[config.mk]
export PLATFORM = sky130hd
export DESIGN_NAME = rtf_token_scanner_top
export DESIGN_NICKNAME = d
export VERILOG_FILES = /design/src/rtl/core/rts_pkg.sv /design/src/rtl/core/rtf_token_scanner_top.sv /design/src/rtl/core/rts_in_stage.sv /design/src/rtl/core/rts_scan.sv /design/src/rtl/core/rts_out_queue.sv
export VERILOG_INCLUDE_DIRS = /design/src /design/src/rtl/core
export SDC_FILE = /design/constraint.sdc
export NUM_CORES = 1
export LEC_CHECK = 0
export BUFFER_PORTS_ARGS = -buffer_cell sky130_fd_sc_hd__buf_2
export CORE_MARGIN = 5
export CORE_UTILIZATION = 53
export DETAILED_ROUTE_END_ITERATION = 7
export GPL_ROUTABILITY_DRIVEN = 0
export PLACE_DENSITY = 0.72
export SKIP_LAST_GASP = 1
export SLEW_MARGIN = 20
export SYNTH_ARGS = -nofsm -noshare
export SYNTH_HDL_FRONTEND = slang
export SYNTH_HIERARCHICAL = 1
export SYNTH_SLANG_ARGS = --single-unit
[constraint.sdc]
create_clock -name aclk -period 12.7 [get_ports aclk]
set_input_delay 0.635 -clock aclk [delete_from_list [all_inputs] [get_ports aclk]]
set_output_delay 0.635 -clock aclk [all_outputs]
set_load 0.05 [all_outputs]
[src/rtl/core/assert_macros.svh]
`ifndef ASSERT_MACROS_SVH
`define ASSERT_MACROS_SVH

// Plain check, sampled on aclk, off during reset
`define RTS_ASSERT(name, prop) \
    name: assert property (@(posedge aclk) disable iff (!aresetn) prop) \
        else $error("%m: check failed");

// Condition in one cycle implies consequence in the next
`define RTS_ASSERT_NEXT(name, ante, cons) \
    name: assert property (@(posedge aclk) disable iff (!aresetn) (ante) |=> (cons)) \
        else $error("%m: next-cycle check failed");

`endif

[src/rtl/core/rts_pkg.sv]
`default_nettype none

package rts_pkg;

    localparam logic [1:0] TOK_OPEN  = 2'd0;
    localparam logic [1:0] TOK_CLOSE = 2'd1;
    localparam logic [1:0] TOK_CTRL  = 2'd2;
    localparam logic [1:0] TOK_TEXT  = 2'd3;

    localparam int unsigned Q_DEPTH = 3;

    typedef struct packed {
        logic [1:0]         token_type;
        logic [7:0]         text_char;
        logic               char_valid;
        logic               token_done;
        logic               has_param;
        logic signed [31:0] param_value;
        logic               last;
    } rts_result_t;

endpackage

`default_nettype wire

[src/rtl/core/rtf_token_scanner_top.sv]
// Channel  Direction  tdata                          tuser
// s_       in         [7:0] in_byte                  [0] end_of_input
// m_       out        [7:0] text_char,               [1:0] token_type, [2] char_valid,
//                     [39:8] param_value             [3] token_done, [4] has_param
//
// One input byte per cycle while the result queue has room; each transfer gives zero, one or two results.
// Each byte passes the input register, then the result queue (three entries).
// A double result waits in the input register while the queue holds two or more entries.
// aresetn is synchronous, active low; it empties both stages and sets the scanner idle.
// A stall on m_ backs up through the queue to s_tready; no combinational path links them.
`default_nettype none

module rtf_token_scanner_top (
    input  wire logic        aclk,
    input  wire logic        aresetn,
    input  wire logic        s_tvalid,
    output logic             s_tready,
    input  wire logic [7:0]  s_tdata,   // in_byte
    input  wire logic        s_tuser,   // end_of_input
    output logic             m_tvalid,
    input  wire logic        m_tready,
    output logic [39:0]      m_tdata,   // text_char, param_value
    output logic [4:0]       m_tuser,   // token_type, char_valid, token_done, has_param
    output logic             m_tlast
);

    localparam int unsigned CNT_W = $clog2(rts_pkg::Q_DEPTH + 1);

    logic                 item_valid;
    logic [7:0]           item_byte;
    logic                 item_eoi;
    logic                 take;
    rts_pkg::rts_result_t res0, res1, m_result;
    logic [1:0]           res_n;
    logic [CNT_W-1:0]     space;

    assign take = item_valid && (CNT_W'(res_n) <= space);

    rts_in_stage u_in (
        .aclk       (aclk),
        .aresetn    (aresetn),
        .s_tvalid   (s_tvalid),
        .s_tready   (s_tready),
        .s_tdata    (s_tdata),
        .s_tuser    (s_tuser),
        .take       (take),
        .item_valid (item_valid),
        .item_byte  (item_byte),
        .item_eoi   (item_eoi)
    );

    rts_scan u_scan (
        .aclk      (aclk),
        .aresetn   (aresetn),
        .item_byte (item_byte),
        .item_eoi  (item_eoi),
        .take      (take),
        .res0      (res0),
        .res1      (res1),
        .res_n     (res_n)
    );

    rts_out_queue u_queue (
        .aclk     (aclk),
        .aresetn  (aresetn),
        .push_n   (take ? res_n : 2'd0),
        .push0    (res0),
        .push1    (res1),
        .space    (space),
        .m_valid  (m_tvalid),
        .m_ready  (m_tready),
        .m_result (m_result)
    );

    assign m_tdata = {m_result.param_value, m_result.text_char};
    assign m_tuser = {m_result.has_param, m_result.token_done, m_result.char_valid,
                      m_result.token_type};
    assign m_tlast = m_result.last;

endmodule

`default_nettype wire

[src/rtl/core/rts_in_stage.sv]
`default_nettype none

module rts_in_stage (
    input  wire logic       aclk,
    input  wire logic       aresetn,
    input  wire logic       s_tvalid,
    output logic            s_tready,
    input  wire logic [7:0] s_tdata,
    input  wire logic       s_tuser,
    input  wire logic       take,
    output logic            item_valid,
    output logic [7:0]      item_byte,
    output logic            item_eoi
);

    logic       valid_reg, valid_next;
    logic [7:0] byte_reg;
    logic       eoi_reg;
    logic       load;

    assign s_tready   = !valid_reg || take;
    assign load       = s_tvalid && s_tready;
    assign valid_next = load ? 1'b1 : (take ? 1'b0 : valid_reg);

    always_ff @(posedge aclk) begin
        if (!aresetn) begin
            valid_reg <= 1'b0;
        end else begin
            valid_reg <= valid_next;
        end
    end

    always_ff @(posedge aclk) begin
        if (load) begin
            byte_reg <= s_tdata;
            eoi_reg  <= s_tuser;
        end
    end

    assign item_valid = valid_reg;
    assign item_byte  = byte_reg;
    assign item_eoi   = eoi_reg;

endmodule

`default_nettype wire

[src/rtl/core/rts_scan.sv]
`default_nettype none

module rts_scan (
    input  wire logic                 aclk,
    input  wire logic                 aresetn,
    input  wire logic [7:0]           item_byte,
    input  wire logic                 item_eoi,
    input  wire logic                 take,
    output rts_pkg::rts_result_t      res0,
    output rts_pkg::rts_result_t      res1,
    output logic [1:0]                res_n
);

    `include "assert_macros.svh"

    typedef enum logic [5:0] {
        MODE_IDLE   = 6'b000001,
        MODE_BSLASH = 6'b000010,
        MODE_WORD   = 6'b000100,
        MODE_MINUS  = 6'b001000,
        MODE_DIGITS = 6'b010000,
        MODE_TEXT   = 6'b100000
    } mode_t;

    localparam logic [7:0]  CH_LBRACE = 8'h7B;
    localparam logic [7:0]  CH_RBRACE = 8'h7D;
    localparam logic [7:0]  CH_BSLASH = 8'h5C;
    localparam logic [7:0]  CH_MINUS  = 8'h2D;
    localparam logic [7:0]  CH_SPACE  = 8'h20;
    localparam logic [7:0]  CH_LF     = 8'h0A;
    localparam logic [7:0]  CH_CR     = 8'h0D;
    localparam logic [30:0] MAG_MAX   = 31'h7FFF_FFFF;

    mode_t       mode_reg, mode_next;
    logic        neg_reg, neg_next;
    logic [30:0] mag_reg, mag_next;
    logic        digits_reg, digits_next;

    logic        is_letter, is_digit, is_delim;
    logic [34:0] mag_x10;
    logic [30:0] dig_mag;
    logic [31:0] pv_abs;

    rts_pkg::rts_result_t wd_res, close_res, tdone_res, char_res, cdone_res;
    rts_pkg::rts_result_t idle_res;
    logic                 idle_emit;
    mode_t                idle_mode;
    rts_pkg::rts_result_t res [2];
    logic [1:0]           n;

    assign is_letter = (item_byte >= 8'h61 && item_byte <= 8'h7A) ||
                       (item_byte >= 8'h41 && item_byte <= 8'h5A);
    assign is_digit  = item_byte >= 8'h30 && item_byte <= 8'h39;
    assign is_delim  = item_byte == CH_BSLASH || item_byte == CH_LBRACE ||
                       item_byte == CH_RBRACE || item_byte == CH_LF ||
                       item_byte == CH_CR;

    // magnitude * 10 + digit, saturating
    assign mag_x10 = {1'b0, mag_reg, 3'b000} + {3'b000, mag_reg, 1'b0}
                   + {31'd0, item_byte[3:0]};
    assign dig_mag = (mag_x10 > {4'd0, MAG_MAX}) ? MAG_MAX : mag_x10[30:0];
    assign pv_abs  = {1'b0, mag_reg};

    always_comb begin
        wd_res             = '0;
        wd_res.token_type  = rts_pkg::TOK_CTRL;
        wd_res.token_done  = 1'b1;
        wd_res.has_param   = digits_reg;
        if (digits_reg) begin
            wd_res.param_value = neg_reg ? -pv_abs : pv_abs;
        end

        close_res            = '0;
        close_res.token_type = rts_pkg::TOK_CLOSE;
        close_res.token_done = 1'b1;

        tdone_res            = '0;
        tdone_res.token_type = rts_pkg::TOK_TEXT;
        tdone_res.token_done = 1'b1;

        cdone_res            = '0;
        cdone_res.token_type = rts_pkg::TOK_CTRL;
        cdone_res.token_done = 1'b1;

        char_res            = '0;
        char_res.token_type = rts_pkg::TOK_CTRL;
        char_res.text_char  = item_byte;
        char_res.char_valid = 1'b1;

        // byte seen between tokens
        idle_res  = '0;
        idle_emit = 1'b1;
        idle_mode = MODE_IDLE;
        if (item_byte == CH_LF || item_byte == CH_CR) begin
            idle_emit = 1'b0;
        end else if (item_byte == CH_LBRACE) begin
            idle_res.token_type = rts_pkg::TOK_OPEN;
            idle_res.token_done = 1'b1;
        end else if (item_byte == CH_RBRACE) begin
            idle_res.token_type = rts_pkg::TOK_CLOSE;
            idle_res.token_done = 1'b1;
        end else if (item_byte == CH_BSLASH) begin
            idle_emit = 1'b0;
            idle_mode = MODE_BSLASH;
        end else begin
            idle_res.token_type = rts_pkg::TOK_TEXT;
            idle_res.text_char  = item_byte;
            idle_res.char_valid = 1'b1;
            idle_mode           = MODE_TEXT;
        end
    end

    always_comb begin
        res[0]      = '0;
        res[1]      = '0;
        n           = 2'd0;
        mode_next   = mode_reg;
        neg_next    = neg_reg;
        mag_next    = mag_reg;
        digits_next = digits_reg;

        if (item_eoi) begin
            if (mode_reg == MODE_WORD || mode_reg == MODE_DIGITS) begin
                res[0] = wd_res;
                n      = 2'd1;
            end else if (mode_reg == MODE_TEXT) begin
                res[0] = tdone_res;
                n      = 2'd1;
            end
            res[n[0]]   = close_res;
            n           = n + 2'd1;
            mode_next   = MODE_IDLE;
            neg_next    = 1'b0;
            mag_next    = '0;
            digits_next = 1'b0;
        end else begin
            unique case (mode_reg)
                MODE_BSLASH: begin
                    res[0] = char_res;
                    n      = 2'd1;
                    if (is_letter) begin
                        mode_next = MODE_WORD;
                    end else begin
                        res[1]    = cdone_res;
                        n         = 2'd2;
                        mode_next = MODE_IDLE;
                    end
                end
                MODE_WORD, MODE_MINUS, MODE_DIGITS: begin
                    if (mode_reg == MODE_WORD && is_letter) begin
                        res[0] = char_res;
                        n      = 2'd1;
                    end else if (mode_reg == MODE_WORD && item_byte == CH_MINUS) begin
                        neg_next  = 1'b1;
                        mode_next = MODE_MINUS;
                    end else if (is_digit) begin
                        mag_next    = dig_mag;
                        digits_next = 1'b1;
                        mode_next   = MODE_DIGITS;
                    end else begin
                        res[0]      = wd_res;
                        n           = 2'd1;
                        neg_next    = 1'b0;
                        mag_next    = '0;
                        digits_next = 1'b0;
                        mode_next   = MODE_IDLE;
                        if (item_byte != CH_SPACE) begin
                            mode_next = idle_mode;
                            if (idle_emit) begin
                                res[1] = idle_res;
                                n      = 2'd2;
                            end
                        end
                    end
                end
                MODE_TEXT: begin
                    if (is_delim) begin
                        res[0]    = tdone_res;
                        n         = 2'd1;
                        mode_next = idle_mode;
                        if (idle_emit) begin
                            res[1] = idle_res;
                            n      = 2'd2;
                        end
                    end else begin
                        res[0]            = idle_res;
                        res[0].text_char  = item_byte;
                        res[0].char_valid = 1'b1;
                        res[0].token_type = rts_pkg::TOK_TEXT;
                        res[0].token_done = 1'b0;
                        n                 = 2'd1;
                    end
                end
                default: begin
                    mode_next = idle_mode;
                    if (idle_emit) begin
                        res[0] = idle_res;
                        n      = 2'd1;
                    end
                end
            endcase
        end

        if (n == 2'd1) begin
            res[0].last = 1'b1;
        end else if (n == 2'd2) begin
            res[1].last = 1'b1;
        end
    end

    always_ff @(posedge aclk) begin
        if (!aresetn) begin
            mode_reg   <= MODE_IDLE;
            neg_reg    <= 1'b0;
            mag_reg    <= '0;
            digits_reg <= 1'b0;
        end else if (take) begin
            mode_reg   <= mode_next;
            neg_reg    <= neg_next;
            mag_reg    <= mag_next;
            digits_reg <= digits_next;
        end
    end

    assign res0  = res[0];
    assign res1  = res[1];
    assign res_n = n;

    `RTS_ASSERT(a_char_not_done, !(res0.char_valid && res0.token_done))
    `RTS_ASSERT(a_param_on_ctrl_done,
        !res0.has_param || (res0.token_done && res0.token_type == rts_pkg::TOK_CTRL))

endmodule

`default_nettype wire

[src/rtl/core/rts_out_queue.sv]
`default_nettype none

module rts_out_queue (
    input  wire logic                 aclk,
    input  wire logic                 aresetn,
    input  wire logic [1:0]           push_n,
    input  wire rts_pkg::rts_result_t push0,
    input  wire rts_pkg::rts_result_t push1,
    output logic [$clog2(rts_pkg::Q_DEPTH+1)-1:0] space,
    output logic                      m_valid,
    input  wire logic                 m_ready,
    output rts_pkg::rts_result_t      m_result
);

    `include "assert_macros.svh"

    localparam int unsigned DEPTH = rts_pkg::Q_DEPTH;
    localparam int unsigned PTR_W = $clog2(DEPTH);
    localparam int unsigned CNT_W = $clog2(DEPTH + 1);

    rts_pkg::rts_result_t mem [DEPTH];
    logic [PTR_W-1:0]     wr_ptr_reg, wr_ptr_next, wr_ptr_inc;
    logic [PTR_W-1:0]     rd_ptr_reg, rd_ptr_next;
    logic [CNT_W-1:0]     count_reg, count_next;
    logic                 pop;

    function automatic logic [PTR_W-1:0] ptr_inc(input logic [PTR_W-1:0] p);
        logic [PTR_W-1:0] r;
        r = (p == PTR_W'(DEPTH - 1)) ? '0 : p + PTR_W'(1);
        return r;
    endfunction

    assign pop        = m_valid && m_ready;
    assign wr_ptr_inc = ptr_inc(wr_ptr_reg);

    always_comb begin
        wr_ptr_next = wr_ptr_reg;
        if (push_n == 2'd1) begin
            wr_ptr_next = wr_ptr_inc;
        end else if (push_n == 2'd2) begin
            wr_ptr_next = ptr_inc(wr_ptr_inc);
        end
        rd_ptr_next = pop ? ptr_inc(rd_ptr_reg) : rd_ptr_reg;
        count_next  = CNT_W'(({1'b0, count_reg} + (CNT_W + 1)'(push_n))
                             - (CNT_W + 1)'(pop));
    end

    always_ff @(posedge aclk) begin
        if (!aresetn) begin
            wr_ptr_reg <= '0;
            rd_ptr_reg <= '0;
            count_reg  <= '0;
        end else begin
            wr_ptr_reg <= wr_ptr_next;
            rd_ptr_reg <= rd_ptr_next;
            count_reg  <= count_next;
        end
    end

    always_ff @(posedge aclk) begin
        if (push_n != 2'd0) begin
            mem[wr_ptr_reg] <= push0;
        end
        if (push_n == 2'd2) begin
            mem[wr_ptr_inc] <= push1;
        end
    end

    assign space    = CNT_W'(DEPTH) - count_reg;
    assign m_valid  = count_reg != '0;
    assign m_result = mem[rd_ptr_reg];

    `RTS_ASSERT(a_no_overflow, CNT_W'(push_n) <= space)
    `RTS_ASSERT_NEXT(a_pop_drains, pop && push_n == 2'd0,
        count_reg == $past(count_reg) - CNT_W'(1))

endmodule

`default_nettype wire
# --- Yosys cells after proc, flatten, opt, wreduce, memory -nomap -nowiden ---
# Memories as Yosys holds them, arrays and structs flattened. A register that Yosys moved wholly into a read port is not among the register bits.
# Index checks and enable logic that the tools add are counted.
word_totals:
  inputBits: 13
  wordCells: 175
  output_inout_bits: 48
  ram_bits: 138
  n_memories: 1
  regBits: 55
mem_list:
  columns: ["name", "words", "width", "read_ports", "rd_clocked_by_memory_dff", "write_ports", "line_no", "source"]
  rows:
  - ["u_queue.mem", 3, 46, 1, 1, 2, "rts_out_queue.sv:21", "rts_pkg::rts_result_t mem [DEPTH];"]
classes:
  n_mux: 89
  add_sub_neg: 10
  magnitude_cmp: 10
  n_bitwise: 4
  reduce_logical: 27
  eq_ne: 24
ops:
  columns: ["operator", "n"]
  rows:
  - ["$mux 46", 10]
  - ["$mux 92", 3]
  - ["$pmux 46 s3", 2]
  - ["$mux 31", 6]
  - ["$and 88x88->88", 1]
  - ["$not 88->88", 1]
  - ["$mux 32", 2]
  - ["$mux 6", 10]
  - ["$demux 46 s1", 1]
  - ["$mux 44", 1]
  - ["$mux 2", 20]
  - ["$add 34x32->35", 1]
  - ["$add 35x4->35", 1]
  - ["$gt 35x31->1 const B", 1]
  - ["$neg 31->32", 1]
  - ["$mux 1", 27]
  - ["$eq 8x7->1 const B", 3]
  - ["$mux 9", 2]
  - ["$pmux 6 s3", 1]
  - ["$eq 8x4->1 const B", 2]
  - ["$ge 8x7->1 const B", 2]
  - ["$le 8x7->1 const B", 2]
  - ["$mux 12", 1]
  - ["$mux 11", 1]
  - ["other kinds (32)", 62]

# --- Longest topological paths before layout ---
# Gate-level depths: netlist (run 1).
depth:
  ltp_word: 18
  depth_mapped: 18
  depth_no_buf: 16

# --- Hierarchy ---
# The synthesis (run 1) kept the hierarchy.
by_module_without_submodules:
  columns: ["mod", "seq_area_each_um2", "cells_per_inst", "area_per_inst_um2", "instances"]
  rows:
  - ["rts_out_queue", 4304.1, 498, 7444.6, 1]
  - ["rts_scan", 780.7, 789, 5635.4, 1]
  - ["rts_in_stage", 290.3, 14, 327.8, 1]
  - ["rtf_token_scanner_top", 0.0, 10, 78.8, 1]

# --- Least setup slack after synthesis (run 1) ---
# OpenSTA, ideal clock, no wires.
synth_path:
  path_kind: "register to register"
  start: "register u_in.byte_reg[4], in the netlist u_in/item_byte[4]"
  end: "memory u_queue/mem[1][0] in the netlist's numbering, enable pin"
  setup_ns: 0.519
  setup_slack_ns: 5.803
  synth_period_minus_slack_ns: 6.897
  path_buffers: 1
  stages_incl_launch_ff: 15
  arrival_ns: 6.378
  cell_sequence: "edfxtp_1 > clkbuf_1 > nor4b_1 > nor4_2 > a211oi_1 > and2_1 > a21oi_1 > o21ai_0 > ha_1 > nor2b_4 > o21ai_2 > and3_1 > ha_1 > nor2_1 > a211oi_1"
synth_rtl:
  columns: ["element", "line_no", "source"]
  rows:
  - ["from (decl)", "rts_in_stage.sv:17", "logic [7:0] byte_reg;"]
  - ["from (signal assigned)", "rts_in_stage.sv:35", "byte_reg <= s_tdata;"]
  - ["to (decl)", "rts_out_queue.sv:21", null]

==> results of run 1 <==
## worst max-delay path by stage
stage	start	end	slack, ns	cells past startpoint
after global placement	u_in/item_byte[0]	u_queue/mem[2][17]	7.64	15
after CTS	u_in/item_byte[0]	u_queue/mem[2][19]	7.40	15
after floorplan	u_in/item_byte[4]	u_queue/mem[1][0]	5.80	14
after global routing	u_in/item_byte[0]	u_queue/mem[2][32]	6.99	15
final	u_in/item_byte[0]	u_queue/mem[2][2]	7.38	15
after detailed placement	u_in/item_byte[0]	u_queue/mem[2][10]	7.41	15
## layout by cell type (no fill, tap or decap), types with 14 or more instances in the layout
master       n
o21ai_0    121
clkbuf_16   17
edfxtp_1   147
nand2b_1    14
nor2_1      82
mux2_4      39
xor2_1      37
mux2_2     101
and2_1      45
nand2_1    108
a31oi_1     28
buf_2       60
mux2i_1     48
a21oi_1     54
nor3_1      16
dfxtp_1     46
xnor2_1     22
ha_1        68
conb_1      33
and3_1      14
inv_1       27
## cell families (layout without fill, tap and decap cells)
group / after synthesis / after routing / synth area share
xor+xnor: 59 / 59 / 0.0383
buf+inv: 136 / 132 / 0.0593
flops: 195 / 195 / 0.399
simple gates: 351 / 351 / 0.131
other cells: 1 / 33 / 0.000278
fa+ha+maj: 70 / 70 / 0.0661
mux: 188 / 188 / 0.163
compound gates: 311 / 311 / 0.143
## per-stage QoR
step | total power [mW] | hold slack, ns | instances | util | setup slack [ns]
floorplan | 0.869 | 0.464 | 1343 | - | 5.80
global placement | 0.900 | 0.479 | 1637 | 0.548 | 7.64
detailed placement | 0.903 | 0.485 | 1637 | 0.548 | 7.41
CTS | 1.42 | 0.355 | 1669 | 0.571 | 7.40
global route | 1.47 | 0.352 | 1669 | 0.571 | 6.99
finish | 1.41 | 0.367 | 1669 | 0.571 | 7.38
## power groups by stage
stage          Combinational, mW  Sequential [mW]  Clock, mW
3_3_place_gp               0.163            0.737          0
6_report                   0.165            0.723      0.526
5_1_grt                    0.177            0.726      0.562
3_5_place_dp               0.165            0.738          0
2_1_floorplan              0.136            0.733          0
4_1_cts                    0.165            0.723      0.533
## Yosys cell counts, types with 4 or more instances
cell / number
buf_4: 39
a311oi_1: 4
a21boi_0: 13
ha_1: 68
inv_1: 27
a31oi_1: 28
nand2b_1: 14
or3_1: 9
nand2_1: 110
and2_1: 45
a21oi_1: 54
edfxtp_1: 147
xor2_1: 37
mux2i_1: 48
nand3_1: 13
xnor2_1: 22
a21o_1: 13
buf_2: 8
o31ai_1: 10
nand3b_1: 4
nand4_1: 6
nor2_1: 82
mux2_2: 101
clkbuf_1: 48
mux2_4: 39
dfxtp_1: 48
a211oi_1: 10
buf_6: 9
nor3_1: 16
buf_12: 4
o211ai_1: 7
o21ai_0: 121
a41oi_1: 11
o41ai_1: 5
and3_1: 14
nor2b_1: 5
o21a_1: 6
nor4_1: 6
o21ai_1: 5
## area by class of cell
cell class | count | area share
multi-input cells | 1012 | 0.521
clock inverters | 14 | 0.00969
flip-flops and latches | 195 | 0.375
clock buffers | 18 | 0.0299
inverters | 27 | 0.00707
repair buffers | 73 | 0.0278
well taps | 330 | 0.0288
## worst max-delay path, cell delays in order (launching register included)
cell	delay (ns)
edfxtp_1	0.53
nor2_1	0.18
nor4b_1	0.50
nor4_2	0.16
a211oi_1	0.35
and2_1	0.24
a21oi_1	0.10
o21ai_0	0.23
ha_1	0.29
nor2b_4	0.14
o21ai_2	0.13
and3_1	0.24
ha_1	0.31
nand3b_4	0.71
nand2_2	0.22
buf_4	0.57
## layer usage
metal / vias up / global-route usage / routed length, microns
met5: - / 0 / 13
met4: 2 / 0.0529 / 397
met3: 32 / 0.0275 / 1800
met2: 302 / 0.347 / 14300
met1: 4802 / 0.299 / 13800
li1: 4810 / - / -
==> out/results.env, run 1 <==
YS_FF_LATCH=195
ANTENNA_LEFT=0
ROOT_BUF_CELL='clkbuf_16'
CTS.CLK_SLEW.WORST_PATHS_NS=0.07
POSTCTSSETUPBUFFERS=0
ANT_DIODES=0
SETUP-TNS-FINAL_NS=0
WORST_SETUP_SLACK_FOR_REGISTER_TO_REGISTER_PATHS_NS=7.38
WORST_SLEW_PIN_SLEW_NS=1.06
SHARE_SEQ_OF_TOTAL_POWER=0.511
SYNTH_LARGEST_TYPE_AREA_FRACTION=0.327
YOSYSWARNINGCOUNT=6
SHARE_COMB_OF_TOTAL_POWER=0.117
WIRE_PER_INST_MICRONS=18.1
RUN_STATUS='complete, no violations'
MAXIMUM_CLOCK_FREQUENCY_MHz=188
SYNTH_TOP_FLOP_CELL='edfxtp_1'
SYNTH_EDF_COUNT=147
MAX-CAP-VIOLATIONS=0
SHARE_OF_POST_ROUTE_CELLS_WITH_DRIVE_STRENGTH_ABOVE_1=0.202
RR_WORST_DEPTH=15
HOLD_VIOLATIONS=0
LAYOUT-AREA-OVERHEAD-VS-SYNTH_PCT=6.26
WORSTPATHREQUIRED_NS=12.77
SKEW_NS=0.00893
AVG_SYNTHESIZED_CELL_AREA_SQ_UM=10.3
HOLD-PATH-ENDPOINT='u_in/item_byte[5]'
INTERNAL_POWER_mW=1.02
YOSYS.AREA.TOP_TYPE='edfxtp_1'
DRT_WL_TOTAL_MICRONS=30300
IR_WORST_VDD_uV=57.3
IO-PIN-COUNT=61
FINAL_NET_COUNT=1409
GRT.TOTAL_USAGE=0.211
PLACEDINSTANCEAREA_SQ_MM=0.0138
GRT_OVERFLOW=0
MIN_PERIOD_OVER_PERIOD=0.419
MULTI_INPUT_AREA_SQ_MM=0.00747
SYNTHTOPCELLSBYAREA='edfxtp_1, mux2_2, dfxtp_1, ha_1, o21ai_0'
NUMBER_OF_ANTENNA_VIOLATIONS_AT_THE_FIRST_CHECK_IN_GLOBAL_ROUTING=1
VIA_COUNT_OF_THE_FIRST_GLOBAL_ROUTING_PASS=9519
VIAS=9948
SW_FRAC_OF_TOTAL=0.282
DRT-INITIAL-DRC-COUNT=859
WORST_SKEW_PAIR.LATE_LATENCY_NS=0.44
AVGVIACOUNTPERCELL=5.96
CLOCKBUFFERDEPTH=2
CLOCK_SINKS=195
CTS_HOLD_REPAIR.BUFFERS=0
ARRIVAL_NS=5.39
RR_ENDPOINT='u_queue/mem[2][2]'
CORE_SQ_MM=0.0251
REG2REG_FROM='u_in/item_byte[0]'
MIN_FROM='s_tdata[5]'
DRC_ERRORS_LEFT=0
DIE_W_MICRONS=170
FINAL_MAX_SLEW_VIOL_COUNT=0
GRT_FIRST_PASS_WIRELENGTH_MICRONS=49600
START_KIND='register'
LARGEST_REGISTER_FFS=138
MAPPEDNETLISTAREA_SQ_MM=0.0135
GRT_SETUP_UNREPAIRED='no'
LAYOUT_MIN_CYCLE_TIME_NS=5.32
CTS_RESIZED=0
SYNTHESIS.INSTANCES=1311
LEAKAGEPOWER_nW=5.77
START_UTIL=0.537
HTREE_LEVELS=4
CHIPHEIGHT_MICRONS=170
TRITONCTS='yes'
YOSYSSEQAREASHARE=0.399
SETUP-VIOLATIONS-FINAL=0
FINAL.FILL_COUNT=2168
HPWLAFTERDP_MICRONS=20700
CRITICALPATHCATEGORY='reg -> reg'
FINISH.INSTANCE_AREA_SQ_MM=0.0143
SHARE_CLK_OF_TOTAL_POWER=0.372
CRITICAL_PATH.MAX_FANOUT=47
POWERDENSITY_mW_PER_MM2=98.7
TIMING.MAX_SLEW.REL_SLACK=0.295
INITIAL_DRT_PASS_ITERATIONS=5
FP.DIEAREA_SQ_MM=0.0287
HOLDPATHSTAGES=1
CLASS_OF_THE_MOST_CRITICAL_HOLD_TIMING_PATH='in -> reg'
YS_TYPES=77
TRITONCTS.NUM_BUFFERS=17
GRT_START_MAX_NET_PINS=93
P_SWITCHING_mW=0.399
AREA_TAKEN_BY_FLIP_FLOPS_AND_LATCHES_SQ_MM=0.00538
FP-ROW-COUNT=58
WORSTSETUPENDPOINTTYPE='register'
BUFFER_PORTS.INSERTED=60
ASYNC_RESET_FF_FRAC=0
No activity file was read; power rests on OpenSTA's default activity.
==> inputs of run 2 (changes only) <==
==> constraint.sdc (replaced) <==
create_clock -name aclk -period 4.95 [get_ports aclk]
set_input_delay 0.2475 -clock aclk [delete_from_list [all_inputs] [get_ports aclk]]
set_output_delay 0.2475 -clock aclk [all_outputs]
set_load 0.05 [all_outputs]
==> run 2 against run 1 <==
  * Clock-buffer cell count down 1
  * Critical path type unchanged
  * Combinational power rose to 2.7 times the previous value
  * Critical path depth unchanged
  * Die area unchanged
  * Critical endpoint is now u_queue/mem[1][20]
  * Cell count up 1.6%
  * Core utilization up 1.3 points
  * Clock power rose to 2.6 times the previous value
  * Global-route usage up 0.28 points
  * Sequential power rose to 2.6 times the previous value
  * First-iteration DRC count down 2.3%
==> out/results.env, run 2 (synthesized netlist as in run 1, its figures left out) <==
CRITICAL_PATH.MAX_FANOUT=46
TIMING.MAX_SLEW.REL_SLACK=0.414
HTREE_LEVELS=4
WORST_SLEW_PIN_SLEW_NS=0.873
SKEW_NS=0.0103
RUN_STATUS='complete, no violations'
FINISH.INSTANCE_AREA_SQ_MM=0.0147
PATH_CELLS='nor3_1 -> nand3_1 -> o41ai_1 -> a211oi_1 -> and2_1 -> a21oi_1 -> o21ai_0 -> ha_1 -> nor2b_4 -> o21ai_2 -> and3_1 -> ha_1 -> nor3b_4 -> buf_12 -> mux2_2'
CHIPHEIGHT_MICRONS=170
HOLD_VIOLATIONS=0
CLASS_OF_THE_MOST_CRITICAL_HOLD_TIMING_PATH='in -> reg'
FINAL_MAX_SLEW_VIOL_COUNT=0
TRITONCTS='yes'
CORE_SQ_MM=0.0251
WORSTPATHREQUIRED_NS=5.14
FP.DIEAREA_SQ_MM=0.0287
SETUP-TNS-FINAL_NS=0
START_KIND='register'
MAXIMUM_CLOCK_FREQUENCY_MHz=219
LAYOUT_MIN_CYCLE_TIME_NS=4.57
WHS_NS=0.0492
CLOCK_SINKS=195
SHARE_OF_POST_ROUTE_CELLS_WITH_DRIVE_STRENGTH_ABOVE_1=0.211
FINAL.FILL_COUNT=2124
DRT-INITIAL-DRC-COUNT=839
HOLD-PATH-ENDPOINT='u_in/item_valid'
HOLDPATHSTAGES=3
REG2REG_FROM='u_scan/mode_reg[1]'
LEAKAGEPOWER_nW=5.93
NUMBER_OF_ANTENNA_VIOLATIONS_AT_THE_FIRST_CHECK_IN_GLOBAL_ROUTING=1
GRT_START_MAX_NET_PINS=59
FINAL_COMMON_CELL='edfxtp_1'
VIAS=9951
WORST_SKEW_PAIR.LATE_LATENCY_NS=0.44
SHARE_SEQ_OF_TOTAL_POWER=0.507
SHARE_COMB_OF_TOTAL_POWER=0.121
ARRIVAL_NS=4.76
GRT_OVERFLOW=0
VIA_COUNT_OF_THE_FIRST_GLOBAL_ROUTING_PASS=9604
PLACEDINSTANCEAREA_SQ_MM=0.0139
DRT_WL_TOTAL_MICRONS=30600
MOSTFREQUENTLAYOUTCELLS='edfxtp_1, o21ai_0, nand2_1'
CP_SLOWEST_CELL='o41ai_1'
MAX-CAP-VIOLATIONS=0
FINAL_NET_COUNT=1435
FP-ROW-COUNT=58
MIN_FROM='s_tvalid'
TRITONCTS.NUM_BUFFERS=17
POWERDENSITY_mW_PER_MM2=250
AVGVIACOUNTPERCELL=5.87
FIN_WS_NS=0.382
IR_WORST_VDD_uV=213
ANT_DIODES=0
WIRE_PER_INST_MICRONS=18.0
SHARE_CLK_OF_TOTAL_POWER=0.372
GRT_FIRST_PASS_WIRELENGTH_MICRONS=49800
CRITICALPATHCATEGORY='reg -> reg'
WORST_SETUP_SLACK_FOR_REGISTER_TO_REGISTER_PATHS_NS=0.38
MIN_PERIOD_OVER_PERIOD=0.923
START_UTIL=0.537
CLOCKBUFFERDEPTH=2
CRIT_PATH_FREQUENT_CELL='ha_1'
RR_WORST_DEPTH=15
TIMING.CRITICAL_PATH.MAX_DELAY_FAMILY='simple AND/OR/NAND/NOR gates'
CTS.CLK_SLEW.WORST_PATHS_NS=0.08
IO-PIN-COUNT=61
HPWLAFTERDP_MICRONS=21000
WORST-PATH-BUF-INV=1
WORSTSETUPENDPOINTTYPE='register'
ROOT_BUF_CELL='clkbuf_16'
DRC_ERRORS_LEFT=0
CPPEAKSTAGEDELAY_NS=0.54
PRE_CTS_SLACK_NS=0.222
BUFFER_PORTS.INSERTED=60
GRT_SETUP_UNREPAIRED='no'
CTS_RESIZED=0
RR_ENDPOINT='u_queue/mem[1][20]'
ANTENNA_LEFT=0
SW_FRAC_OF_TOTAL=0.283
P_SWITCHING_mW=1.04
DIE_W_MICRONS=170
SETUP-VIOLATIONS-FINAL=0
LAYOUT-AREA-OVERHEAD-VS-SYNTH_PCT=8.66
LARGEST_REGISTER_FFS=138
INITIAL_DRT_PASS_ITERATIONS=5
GRT.TOTAL_USAGE=0.214
INTERNAL_POWER_mW=2.63
==> run 2: power by group through the flow <==
stage | clock network [mW] | logic [mW] | registers, mW
2_1_floorplan | 0 | 0.353 | 1.88
3_3_place_gp | 0 | 0.417 | 1.90
3_5_place_dp | 0 | 0.429 | 1.90
4_1_cts | 1.40 | 0.435 | 1.86
5_1_grt | 1.47 | 0.472 | 1.87
6_report | 1.37 | 0.442 | 1.86
==> run 2: worst max path at each step <==
stage	startpoint	end	slack [ns]	depth (start not counted)
2_1_floorplan	u_in/item_byte[4]	u_queue/mem[2][0]	0.29	17
3_3_place_gp	u_scan/mode_reg[1]	u_queue/mem[0][10]	0.39	15
3_5_place_dp	u_scan/mode_reg[1]	u_queue/mem[0][10]	0.22	15
4_1_cts	u_scan/mode_reg[1]	u_queue/mem[0][14]	0.19	15
5_1_grt	u_scan/mode_reg[1]	u_queue/mem[1][25]	0.08	15
6_report	u_scan/mode_reg[1]	u_queue/mem[1][20]	0.38	15
==> run 2: routing by layer <==
metal / routed length [microns] / global-route usage
met1: 14100 / 0.298
met2: 14500 / 0.355
met3: 1560 / 0.0319
met4: 352 / 0.0532
met5: 13 / 0
==> run 2: stage by stage <==
step,instances,utilization,power (mW)
finish,1695,0.584,3.67
global placement,1648,0.554,2.32
floorplan,1343,-,2.23
detailed placement,1649,0.555,2.33
CTS,1690,0.582,3.69
global route,1695,0.584,3.81
==> run 2: final cells by class <==
type / count / area (sq um) / share of cell area
multi-input combinational: 1012 / 7470 / 0.510
sequential: 195 / 5380 / 0.367
timing repair buffer: 99 / 703 / 0.0480
clock buffer: 17 / 425 / 0.0290
tap: 330 / 413 / 0.0282
clock inverter: 15 / 160 / 0.0109
inverter: 27 / 101 / 0.00692
==> run 2: timing repair <==
item,CTS,global route
setup buffers,0,5
hold buffers,9,0
endpoints found under the hold margin,9,0
endpoints found under the setup margin,0,30
==> run 2: tightest hold or removal path: stages <==
cell and delay [ns]:
buf_2 0.10, inv_1 0.06, a21boi_2 0.04
